$ cat src/hw/rtl/pet_pkg.sv
// Shared types and constants for the periodic event timer with catch-up.
package pet_pkg;

    localparam int TIME_W       = 48;
    localparam int PERIOD_W     = 32;
    localparam int CAP_W        = 16;
    localparam int TAGCNT_W     = 31;
    localparam int POST_W       = 6;
    localparam int CLASS_W      = 2;
    localparam int SLEEP_W      = 16;
    localparam int CFG_IDX_W    = 3;
    localparam int DIV_CNT_W    = 6;

    localparam int FRAC_BITS    = 16;
    localparam int MAX_CATCH_UP = 40;
    localparam int MIN_SLEEP_MS = 3;

    localparam logic [PERIOD_W-1:0] PERIOD_RESET   = 32'd1000;
    localparam logic [CAP_W-1:0]    CAPACITY_RESET = 16'd6;
    localparam logic [CAP_W-1:0]    CAPACITY_MAX   = 16'hffff;
    localparam logic [30:0]         DIST_CLIP      = 31'h7fffffff;
    localparam logic [30:0]         FRAC_MASK      = 31'((64'd1 << FRAC_BITS) - 64'd1);
    localparam logic [SLEEP_W:0]    SLEEP_MAX      = 17'd65535;

    typedef enum logic [CFG_IDX_W-1:0] {
        CFG_PERIOD       = 3'd0,
        CFG_TIMER_ON     = 3'd1,
        CFG_QUEUE_CAP    = 3'd2,
        CFG_SINGLE_LIMIT = 3'd3,
        CFG_DISPATCH     = 3'd4
    } cfg_index_t;

    typedef enum logic [CLASS_W-1:0] {
        CLS_NORMAL    = 2'd0,
        CLS_EXCLUSIVE = 2'd1,
        CLS_IDLE      = 2'd2,
        CLS_UNUSED    = 2'd3
    } event_class_t;

    typedef enum logic [2:0] {
        S_IDLE,
        S_EVAL,
        S_DIV,
        S_FIN
    } pet_state_t;

    typedef struct packed {
        logic start;
        logic [TIME_W-1:0]   dividend;
        logic [PERIOD_W-1:0] divisor;
    } div_req_t;

    typedef struct packed {
        logic done;
        logic [TIME_W-1:0]   quotient;
        logic [PERIOD_W-1:0] remainder;
    } div_rsp_t;

endpackage

$ cat src/hw/rtl/pet_divider.sv
// Restoring divider, one quotient bit per cycle, for elapsed time over period.
module pet_divider
    import pet_pkg::*;
(
    input  logic     clk,
    input  logic     rst_n,
    input  div_req_t req,
    output div_rsp_t rsp
);

    logic [PERIOD_W-1:0]  rem_reg, rem_next;
    logic [TIME_W-1:0]    qd_reg, qd_next;
    logic [PERIOD_W-1:0]  dvs_reg, dvs_next;
    logic [DIV_CNT_W-1:0] cnt_reg, cnt_next;
    logic                 busy_reg, busy_next;
    logic                 done_reg, done_next;
    logic [PERIOD_W:0]    trial;
    logic [PERIOD_W+1:0]  diff;

    assign trial = {rem_reg, qd_reg[TIME_W-1]};
    assign diff  = {1'b0, trial} - {2'b00, dvs_reg};

    always_comb
    begin
        rem_next  = rem_reg;
        qd_next   = qd_reg;
        dvs_next  = dvs_reg;
        cnt_next  = cnt_reg;
        busy_next = busy_reg;
        done_next = 1'b0;
        if (req.start)
        begin
            rem_next  = '0;
            qd_next   = req.dividend;
            dvs_next  = req.divisor;
            cnt_next  = '0;
            busy_next = 1'b1;
        end
        else if (busy_reg)
        begin
            rem_next = diff[PERIOD_W+1] ? trial[PERIOD_W-1:0] : diff[PERIOD_W-1:0];
            qd_next  = {qd_reg[TIME_W-2:0], ~diff[PERIOD_W+1]};
            cnt_next = cnt_reg + DIV_CNT_W'(1);
            if (cnt_reg == DIV_CNT_W'(TIME_W - 1))
            begin
                busy_next = 1'b0;
                done_next = 1'b1;
            end
        end
    end

    always_ff @(posedge clk or negedge rst_n)
    begin
        if (!rst_n)
        begin
            busy_reg <= 1'b0;
            done_reg <= 1'b0;
            cnt_reg  <= '0;
        end
        else
        begin
            busy_reg <= busy_next;
            done_reg <= done_next;
            cnt_reg  <= cnt_next;
        end
    end

    always_ff @(posedge clk)
    begin
        rem_reg <= rem_next;
        qd_reg  <= qd_next;
        dvs_reg <= dvs_next;
    end

    assign rsp.done      = done_reg;
    assign rsp.quotient  = qd_reg;
    assign rsp.remainder = rem_reg;

endmodule

$ cat src/hw/rtl/periodic_event_timer_catch_up.sv
// Periodic event timer with missed-period catch-up: sequencer, config and result register.
// Sequence: capture the input, evaluate, then for a due pass run the 48-step divide of elapsed
// time (one bit per cycle) and register the result; restart, idle and not-due passes skip the divide.
// Throughput: one transaction in flight; next input taken once the result is registered.
// Reset: config registers take their defaults, next due time and tag counter clear,
// no result pending. No clearing pass.
module periodic_event_timer_catch_up
    import pet_pkg::*;
(
    input  logic                 clk,
    input  logic                 rst_n,
    input  logic                 cfg_we,
    input  logic [CFG_IDX_W-1:0] cfg_index,
    input  logic [PERIOD_W-1:0]  cfg_wdata,
    input  logic                 in_valid,
    output logic                 in_ready,
    input  logic [TIME_W-1:0]    now_time,
    input  logic                 restart,
    input  logic [CAP_W-1:0]     queued_events,
    output logic                 out_valid,
    input  logic                 out_ready,
    output logic [POST_W-1:0]    post_count,
    output logic [PERIOD_W-1:0]  event_tag,
    output logic [CLASS_W-1:0]   event_class,
    output logic [SLEEP_W-1:0]   sleep_ms,
    output logic                 sleep_forever
);

    pet_state_t state_reg, state_next;

    logic [PERIOD_W-1:0] period_reg;
    logic                timer_on_reg;
    logic [CAP_W-1:0]    capacity_reg;
    logic                single_reg;
    logic [CLASS_W-1:0]  dispatch_reg;

    logic [TIME_W-1:0]   next_due_reg, next_due_next;
    logic [TAGCNT_W-1:0] counter_reg, counter_next;
    logic [TIME_W-1:0]   now_reg, now_next;
    logic                restart_reg, restart_next;
    logic [CAP_W-1:0]    queued_reg, queued_next;
    logic [POST_W-1:0]   fire_reg, fire_next;

    logic                out_valid_reg, out_valid_next;
    logic [POST_W-1:0]   post_reg, post_next;
    logic [PERIOD_W-1:0] tag_reg, tag_next;
    logic [CLASS_W-1:0]  class_reg, class_next;
    logic [SLEEP_W-1:0]  sleep_reg, sleep_next;
    logic                forever_reg, forever_next;

    div_req_t div_req;
    div_rsp_t div_rsp;

    logic                active;
    logic                catch_up_sat;
    logic [CAP_W-1:0]    cap;
    logic [CAP_W-1:0]    room;
    logic [TIME_W-1:0]   due_gap;
    logic [30:0]         due_gap_c;
    logic [SLEEP_W:0]    sleep_sum;
    logic [SLEEP_W:0]    sleep_sat;

    pet_divider u_div (
        .clk   (clk),
        .rst_n (rst_n),
        .req   (div_req),
        .rsp   (div_rsp)
    );

    always_ff @(posedge clk or negedge rst_n)
    begin
        if (!rst_n)
        begin
            period_reg   <= PERIOD_RESET;
            timer_on_reg <= 1'b0;
            capacity_reg <= CAPACITY_RESET;
            single_reg   <= 1'b0;
            dispatch_reg <= CLS_NORMAL;
        end
        else if (cfg_we)
        begin
            unique case (cfg_index)
                CFG_PERIOD:       period_reg   <= cfg_wdata;
                CFG_TIMER_ON:     timer_on_reg <= cfg_wdata[0];
                CFG_QUEUE_CAP:    capacity_reg <= cfg_wdata[CAP_W-1:0];
                CFG_SINGLE_LIMIT: single_reg   <= cfg_wdata[0];
                CFG_DISPATCH:     dispatch_reg <= cfg_wdata[CLASS_W-1:0];
                default:          ;
            endcase
        end
    end

    assign active       = timer_on_reg && (period_reg != '0);
    assign catch_up_sat = div_rsp.quotient >= TIME_W'(MAX_CATCH_UP);
    assign cap          = single_reg ? CAP_W'(1)
                        : ((capacity_reg == '0) ? CAPACITY_MAX : capacity_reg);
    assign room         = cap - queued_reg;
    assign due_gap      = next_due_reg - now_reg;
    assign due_gap_c    = (|due_gap[TIME_W-1:31]) ? DIST_CLIP : due_gap[30:0];
    assign sleep_sum    = (SLEEP_W+1)'(due_gap_c >> FRAC_BITS)
                        + (SLEEP_W+1)'(|(due_gap_c & FRAC_MASK));
    assign sleep_sat    = (sleep_sum < (SLEEP_W+1)'(MIN_SLEEP_MS)) ? (SLEEP_W+1)'(MIN_SLEEP_MS)
                        : ((sleep_sum > SLEEP_MAX) ? SLEEP_MAX : sleep_sum);

    always_comb
    begin
        state_next       = state_reg;
        next_due_next    = next_due_reg;
        counter_next     = counter_reg;
        now_next         = now_reg;
        restart_next     = restart_reg;
        queued_next      = queued_reg;
        fire_next        = fire_reg;
        out_valid_next   = out_valid_reg && !out_ready;
        post_next        = post_reg;
        tag_next         = tag_reg;
        class_next       = class_reg;
        sleep_next       = sleep_reg;
        forever_next     = forever_reg;
        in_ready         = 1'b0;
        div_req.start    = 1'b0;
        div_req.dividend = now_reg - next_due_reg;
        div_req.divisor  = period_reg;

        unique case (state_reg)
            S_IDLE:
            begin
                in_ready = 1'b1;
                if (in_valid)
                begin
                    now_next     = now_time;
                    restart_next = restart;
                    queued_next  = queued_events;
                    state_next   = S_EVAL;
                end
            end
            S_EVAL:
            begin
                fire_next = '0;
                if (restart_reg)
                begin
                    next_due_next = now_reg + TIME_W'(period_reg);
                    state_next    = S_FIN;
                end
                else if (active && (next_due_reg < now_reg))
                begin
                    div_req.start = 1'b1;
                    state_next    = S_DIV;
                end
                else
                begin
                    state_next = S_FIN;
                end
            end
            S_DIV:
            begin
                if (div_rsp.done)
                begin
                    if (catch_up_sat)
                    begin
                        fire_next     = POST_W'(1);
                        next_due_next = now_reg + TIME_W'(period_reg);
                    end
                    else
                    begin
                        // elapsed = missed * period + rem, so the new due time is now - rem + period
                        fire_next     = div_rsp.quotient[POST_W-1:0] + POST_W'(1);
                        next_due_next = now_reg - TIME_W'(div_rsp.remainder)
                                      + TIME_W'(period_reg);
                    end
                    state_next = S_FIN;
                end
            end
            S_FIN:
            begin
                if (!out_valid_reg || out_ready)
                begin
                    out_valid_next = 1'b1;
                    post_next      = '0;
                    tag_next       = '0;
                    class_next     = CLS_NORMAL;
                    if ((fire_reg != '0) && (cap > queued_reg))
                    begin
                        post_next    = ((CAP_W'(fire_reg)) < room) ? fire_reg : room[POST_W-1:0];
                        tag_next     = {counter_reg, 1'b1};
                        class_next   = (dispatch_reg == CLS_UNUSED) ? CLS_NORMAL : dispatch_reg;
                        counter_next = counter_reg + TAGCNT_W'(1);
                    end
                    if (active)
                    begin
                        sleep_next   = sleep_sat[SLEEP_W-1:0];
                        forever_next = 1'b0;
                    end
                    else
                    begin
                        sleep_next   = '0;
                        forever_next = 1'b1;
                    end
                    state_next = S_IDLE;
                end
            end
            default:
            begin
                state_next = S_IDLE;
            end
        endcase
    end

    always_ff @(posedge clk or negedge rst_n)
    begin
        if (!rst_n)
        begin
            state_reg     <= S_IDLE;
            next_due_reg  <= '0;
            counter_reg   <= '0;
            out_valid_reg <= 1'b0;
        end
        else
        begin
            state_reg     <= state_next;
            next_due_reg  <= next_due_next;
            counter_reg   <= counter_next;
            out_valid_reg <= out_valid_next;
        end
    end

    always_ff @(posedge clk)
    begin
        now_reg     <= now_next;
        restart_reg <= restart_next;
        queued_reg  <= queued_next;
        fire_reg    <= fire_next;
        post_reg    <= post_next;
        tag_reg     <= tag_next;
        class_reg   <= class_next;
        sleep_reg   <= sleep_next;
        forever_reg <= forever_next;
    end

    assign out_valid     = out_valid_reg;
    assign post_count    = post_reg;
    assign event_tag     = tag_reg;
    assign event_class   = class_reg;
    assign sleep_ms      = sleep_reg;
    assign sleep_forever = forever_reg;

    a_accept_leaves_idle: assert property (@(posedge clk) disable iff (!rst_n)
        (in_valid && in_ready) |=> (state_reg == S_EVAL))
        else $error("input transaction did not start evaluation");

    a_post_bound: assert property (@(posedge clk) disable iff (!rst_n)
        out_valid |-> (post_count <= POST_W'(MAX_CATCH_UP)))
        else $error("post count above catch-up limit");

    a_no_post_clean: assert property (@(posedge clk) disable iff (!rst_n)
        (out_valid && (post_count == '0)) |-> ((event_tag == '0) && (event_class == CLS_NORMAL)))
        else $error("tag or class set without posts");

    a_forever_sleep: assert property (@(posedge clk) disable iff (!rst_n)
        out_valid |-> (sleep_forever ? (sleep_ms == '0)
                                     : (sleep_ms >= SLEEP_W'(MIN_SLEEP_MS))))
        else $error("sleep time inconsistent with forever flag");

endmodule

$ cat config.mk
export PLATFORM = sky130hd
export DESIGN_NAME = periodic_event_timer_catch_up
export DESIGN_NICKNAME = d
export VERILOG_FILES = /design/src/hw/rtl/pet_pkg.sv /design/src/hw/rtl/pet_divider.sv /design/src/hw/rtl/periodic_event_timer_catch_up.sv
export SDC_FILE = /design/constraint.sdc
export NUM_CORES = 1
export LEC_CHECK = 0
export BUFFER_PORTS_ARGS = -buffer_cell sky130_fd_sc_hd__buf_4
export CAP_MARGIN = 5
export CORE_UTILIZATION = 65
export DETAILED_ROUTE_END_ITERATION = 8
export PLACE_DENSITY = 0.84
export SLEW_MARGIN = 40
export SYNTH_ARGS = -nofsm -noshare
export SYNTH_HDL_FRONTEND = slang
export SYNTH_SLANG_ARGS = --single-unit
export TNS_END_PERCENT = 30
$ cat constraint.sdc
create_clock -name clk -period 13.55 [get_ports clk]
set_clock_uncertainty 0.05 [all_clocks]
set_input_delay 1.355 -clock clk [delete_from_list [all_inputs] [get_ports clk]]
set_output_delay 1.355 -clock clk [all_outputs]
set_load 0.03 [all_outputs]
==> flow_summary.json, run 1 <==
{
  "vias": 25656,
  "ant_nets": 0,
  "via_per_inst": 6.42,
  "synth.most_common_cell": "inv_1",
  "syn-cell-area_um2": 29600,
  "synth_cell_types": 107,
  "endpoint_kind": "flop",
  "avgRoutedWirePerCell_um": 21.7,
  "worstSetupPathType": "flop to flop",
  "antenna_found_initial": 5,
  "clock_sinks": 382,
  "drc_errors": 0,
  "dp_hpwl_um": 65000,
  "worstSetupStartpointType": "flop",
  "synth.largest_area_cell": "edfxtp_1",
  "synthArstFlopShare": 0.372,
  "p_total_mw": 8.79,
  "tightest_slew_ns": 0.844,
  "vdd_drop_max_mv": 0.248,
  "cts_tree": "done",
  "post_cts_buffers": 0,
  "drtPass1Iterations": 6,
  "worst_slack_ns": 6.96,
  "ctsHtreeMaxLevel": 2,
  "grt_pass1_vias": 24799,
  "critPathArrivalTime_ns": 6.98,
  "syn2layout_area_growth_pct": 10.7,
  "p_leak_nw": 14.6,
  "report.final.slew_viol_count": 0,
  "die_h_um": 215,
  "final_nets": 3761,
  "cts-buffers-inserted": 43,
  "start_util": 0.663,
  "synth.avg_cell_area_um2": 9.10,
  "syn-num-nets": 3645,
  "power_density_nw_per_um2": 268,
  "place_worst_setup_slack_ns": 7.05,
  "hold_viol_final": 0,
  "synth_seq_cells": 382,
  "synth-main-ff-cell": "edfxtp_1",
  "die-area_um2": 46400,
  "tns_ns": 0,
  "synthTopCellsByCount": "338 x inv_1, 266 x a21oi_1, 252 x ha_1",
  "synth_cells": 3251,
  "timing.fmax_mhz": 152,
  "ys_top_cells_by_area": "edfxtp_1 21%, dfrtp_1 11%, ha_1 11%, a21oi_1 4.5%, xnor2_1 4.4%",
  "synthDominantCellAreaShare": 0.211,
  "ys_seq_area_frac": 0.353,
  "cts.repair.resized": 0,
  "cp_max_fo": 25,
  "core_area_um2": 44600,
  "io_buffers": 163,
  "clk_pin_slew_ns": 0.06,
  "grt_pass1_wl_um": 135000,
  "yosysWarningCount": 0,
  "setup_violations": 0,
  "relSlewSlack": 0.433,
  "gr-total-overflow": 0,
  "grt_start_max_net_pins": 80,
  "globalplace.congestion": 1.01,
  "clk_latency_ns": 0.60,
  "cts_root_buf": "clkbuf_16",
  "die-width_um": 215,
  "cts_hold_buffers": 0,
  "drive_above_1_share": 0.112,
  "maxCapViolCount": 0,
  "min_path_type": "flop to flop",
  "cts_buffer_depth": 3,
  "drt-initial-drc-count": 2624,
  "cp.required_ns": 13.94,
  "routed_wirelength_um": 86800,
  "fp-row-count": 77,
  "period_minus_slack_ns": 6.59,
  "grtUsageTotal": 0.367,
  "num-fill-cells": 3180,
  "finalCritPeriodShare": 0.486,
  "io_pins": 164,
  "multi_input_comb_area_um2": 17400,
  "synth_edf_count": 208,
  "regArea_um2": 10500,
  "status": "complete, no violations",
  "rsz0062_at_grt": "false"
}
==> placed cells by master, fill, tap and decap left out, types with 48 or more instances in the layout <==
cell type / count
a211oi_1: 64
a21o_1: 118
a21oi_1: 266
buf_4: 176
clkbuf_16: 48
dfrtp_1: 133
edfxtp_1: 208
ha_1: 252
inv_1: 337
mux2_2: 52
nand2_1: 237
nand3_1: 58
nand4_1: 58
nor2_1: 209
nor3_1: 58
o21ai_0: 187
xnor2_1: 149
xor2_1: 77
==> layout make-up <==
type | instances | share of cell area
tap | 592 | 0.0226
clock inverter | 16 | 0.00504
timing repair buffer | 180 | 0.0423
clock buffer | 64 | 0.0397
multi-input combinational | 2421 | 0.532
inverter | 339 | 0.0389
sequential | 382 | 0.319
antenna | 1 | 0.0000764
==> where the power goes <==
| group | switching, mW | total [mW] | internal [mW] |
|---|---|---|---|
| combinational | 3.43 | 5.57 | 2.14 |
| sequential | 0.323 | 2.00 | 1.68 |
| clock | 0.514 | 1.22 | 0.709 |
==> worst max-delay path: stages (launching register included) <==
cell and delay [ns]:
edfxtp_1 0.44, ha_1 0.57, nand2_1 0.19, o21ai_0 0.54, nor3_1 0.10, o21ai_1 0.23
nand2_1 0.23, o211ai_1 0.26, xor2_1 0.11, a2111oi_2 0.39, nand4_2 0.58, or4_1 0.70
ha_1 0.27, ha_1 0.33, inv_1 0.22, nor3_1 0.12, and4_1 0.27, mux2i_1 0.12
nor4_1 0.18, o2111a_1 0.21, nand4b_1 0.12, a21oi_1 0.20
==> path summary, 6_finish.rpt <==
check / depth (start not counted) / endpoint / slack [ns] / from
max in group asynchronous: 2 / capacity_reg[6] / 11.48 / rst_n
worst min register to register: 1 / counter_reg[30] / 0.42 / counter_reg[30]
min in group asynchronous: 1 / next_due_reg[45] / 0.69 / rst_n
worst min-delay path: 1 / counter_reg[30] / 0.42 / counter_reg[30]
worst max register to register: 21 / sleep_ms[0] / 6.96 / now_reg[14]
worst max-delay path: 21 / sleep_ms[0] / 6.96 / now_reg[14]
==> cell families (layout without fill, tap and decap cells) <==
group | after synthesis | in the layout | share of synthesized area
AO/OA/AOI/OAI | 930 | 930 | 0.205
XOR/XNOR | 228 | 228 | 0.0680
adder cells (fa/ha/maj) | 289 | 289 | 0.132
buffers and inverters | 448 | 599 | 0.0597
flip-flops | 382 | 382 | 0.353
multiplexers | 90 | 90 | 0.0332
other | 0 | 1 | 0
AND/OR/NAND/NOR | 884 | 884 | 0.150
==> per-layer routing <==
layer,vias up,share of wire,GRT usage
met2,1196,0.47,0.602
met4,6,0.043,0.157
met5,-,0.00039,0
li1,11856,-,-
met1,12350,0.41,0.484
met3,248,0.075,0.0565
==> stage by stage <==
stage,std cells,cell area (um2),utilization,hold WS (ns)
after floorplan,3251,29600,-,0.387
after global placement,3912,31200,0.700,0.408
after detailed placement,3913,31300,0.701,0.409
after CTS,3993,32700,0.734,0.420
after global routing,3994,32800,0.734,0.444
final,3995,32800,0.734,0.419
No activity file was read; power rests on OpenSTA's default activity.
==> inputs of run 2 (changes only) <==
CORE_UTILIZATION = 63   (was 65)
PLACE_DENSITY = 0.82   (was 0.84)
clock period = 6.5 ns   (was 13.55 ns; I/O delays follow)
==> run 2 against run 1 <==
Net effect: sequential cell count is the same; via count shrank 0.20%; global-route usage shrank 0.58 points; cell area grew 0.51%; core utilization shrank 2.6 points; fmax grew 8.3%; total power grew 110%; routed wire length grew 0.84%; sequential share of layout area shrank 0.16 points.
==> flow_summary.json, run 2 (synthesis results as in run 1) <==
{
  "grt_pass1_vias": 24838,
  "die-area_um2": 47800,
  "tns_ns": 0,
  "period_minus_slack_ns": 6.09,
  "relSlewSlack": 0.364,
  "seqPwrFrac": 0.225,
  "drive_above_1_share": 0.117,
  "pwr-share-comb": 0.636,
  "core_area_um2": 46500,
  "crit_slowest_cell": "or4_1",
  "min_path_type": "primary input to flop",
  "power_density_nw_per_um2": 561,
  "ctsHtreeMaxLevel": 2,
  "cts_tree": "done",
  "dp_hpwl_um": 66400,
  "final_nets": 3774,
  "critPathArrivalTime_ns": 6.49,
  "grt_pass1_wl_um": 135000,
  "gr-total-overflow": 0,
  "vdd_drop_max_mv": 0.496,
  "post_cts_buffers": 0,
  "clk_latency_ns": 0.61,
  "vias": 25604,
  "cp.required_ns": 6.91,
  "drtPass1Iterations": 6,
  "drc_errors": 0,
  "p_sw_frac": 0.487,
  "drt-initial-drc-count": 2632,
  "final_common_cell": "inv_1",
  "die-width_um": 219,
  "crit_chain": "ha_1, nand4_1, o22a_1, and4_1, o21ai_1, nand2_1, o211ai_1, xor2_1, a2111oi_2, nand4_2, or4_1, ha_1, ha_1, inv_1, nor3_2, and4_1, mux2i_1, nor4_1, o2111a_1, nand4b_1, a21oi_1",
  "routed_wirelength_um": 87500,
  "clk_pin_slew_ns": 0.06,
  "slowest_delay_ns": 0.56,
  "antenna_found_initial": 0,
  "hold_viol_final": 0,
  "p_leak_nw": 14.6,
  "finalCritPeriodShare": 0.936,
  "ant_nets": 0,
  "cp_max_fo": 12,
  "cp_common_cell": "ha_1",
  "whs_ns": 0.171,
  "io_buffers": 163,
  "endpoint_kind": "flop",
  "status": "complete, no violations",
  "die_h_um": 219,
  "io_pins": 164,
  "worstSetupPathType": "flop to flop",
  "timing.fmax_mhz": 164,
  "fp-row-count": 79,
  "avgRoutedWirePerCell_um": 21.8,
  "setup_violations": 0,
  "clock_sinks": 382,
  "final_cell_mix": "337 x inv_1, 266 x a21oi_1, 247 x ha_1, 237 x nand2_1, 209 x nor2_1",
  "antennaDiodeCount": 0,
  "num-fill-cells": 3504,
  "via_per_inst": 6.36,
  "clock_power_share": 0.139,
  "globalplace.congestion": 0.997,
  "grtUsageTotal": 0.361,
  "cts_buffer_depth": 3,
  "p_sw_mw": 9.00,
  "worstSetupStartpointType": "flop",
  "rsz0062_at_grt": "false",
  "maxCapViolCount": 0,
  "tightest_slew_ns": 0.942,
  "cts-buffers-inserted": 44,
  "syn2layout_area_growth_pct": 11.3,
  "start_util": 0.637,
  "grt_start_max_net_pins": 81,
  "report.final.slew_viol_count": 0,
  "internal-power_mw": 9.48,
  "cts_root_buf": "clkbuf_16"
}
==> run 2: cell types whose count changed in the layout (fill, tap and decap cells not counted), moves of 2 or more <==
cell | previous run | this run
buf_4 | 176 | 186
bufinv_16 | 2 | 4
clkbuf_16 | 48 | 44
clkbuf_8 | 5 | 3
clkinv_16 | 0 | 3
clkinv_8 | 2 | 0
clkinvlp_4 | 0 | 4
ha_1 | 252 | 247
ha_2 | 0 | 5
==> run 2: timing repair <==
item                       CTS  global route
hold buffers                 0             1
gates resized for setup      0             7
hold endpoints to repair     0            15
setup endpoints to repair    0             4
==> run 2: path summary, 6_finish.rpt <==
| check | startpoint | endpoint | slack (ns) | cells past startpoint |
|---|---|---|---|---|
| max | now_reg[8] | sleep_ms[0] | 0.41 | 21 |
| min | now_time[0] | now_reg[0] | 0.17 | 1 |
| max reg2reg | now_reg[8] | sleep_ms[0] | 0.41 | 21 |
| min reg2reg | counter_reg[30] | counter_reg[30] | 0.42 | 1 |
| max in group asynchronous | rst_n | next_due_reg[40] | 5.02 | 3 |
| min in group asynchronous | rst_n | next_due_reg[46] | 0.44 | 2 |
==> run 2: metal layers <==
layer,GRT usage,vias up,wire length (um)
met5,0,-,0
met2,0.616,1099,41700
met3,0.0426,199,5860
met4,0.140,0,3400
li1,-,11893,-
met1,0.468,12413,36500
==> run 2: through the flow <==
| stage | utilization | std cells | area (um2) | setup WS (ns) | power [mW] |
|---|---|---|---|---|---|
| floorplan | - | 3251 | 29600 | 1.31 | 12.5 |
| global placement | 0.674 | 3937 | 31300 | 0.480 | 15.3 |
| detailed placement | 0.675 | 3938 | 31400 | 0.262 | 15.6 |
| finish | 0.709 | 4023 | 32900 | 0.415 | 18.5 |
| CTS | 0.707 | 4020 | 32800 | 0.271 | 18.2 |
| global route | 0.709 | 4023 | 32900 | 0.00674 | 19.6 |
==> run 2: cell type report <==
class | count | area (um2) | share of cell area
timing repair buffer | 192 | 1500 | 0.0455
clock buffer | 59 | 1180 | 0.0358
clock inverter | 23 | 297 | 0.00901
sequential | 382 | 10500 | 0.317
tap | 607 | 759 | 0.0231
inverter | 339 | 1270 | 0.0387
multi-input combinational | 2421 | 17500 | 0.530
==> run 2: worst max-delay path, delay by kind of cell (launching register included) <==
family                     cells  cell delay, ns
adders and majority gates      3            1.14
and+or+nand+nor                9            2.13
muxes                          1            0.12
AOI/OAI and AO/OA              6            1.69
buffers and inverters          1            0.24
xor gates and xnor gates       1            0.14
DFF                            1            0.42
==> run 2: power by group through the flow <==
stage | clock [mW] | combinational [mW] | sequential [mW]
2_1_floorplan | 0 | 8.37 | 4.14
5_1_grt | 2.67 | 12.7 | 4.23
4_1_cts | 2.59 | 11.5 | 4.14
6_report | 2.56 | 11.8 | 4.16
3_3_place_gp | 0 | 11.1 | 4.14
3_5_place_dp | 0 | 11.4 | 4.18
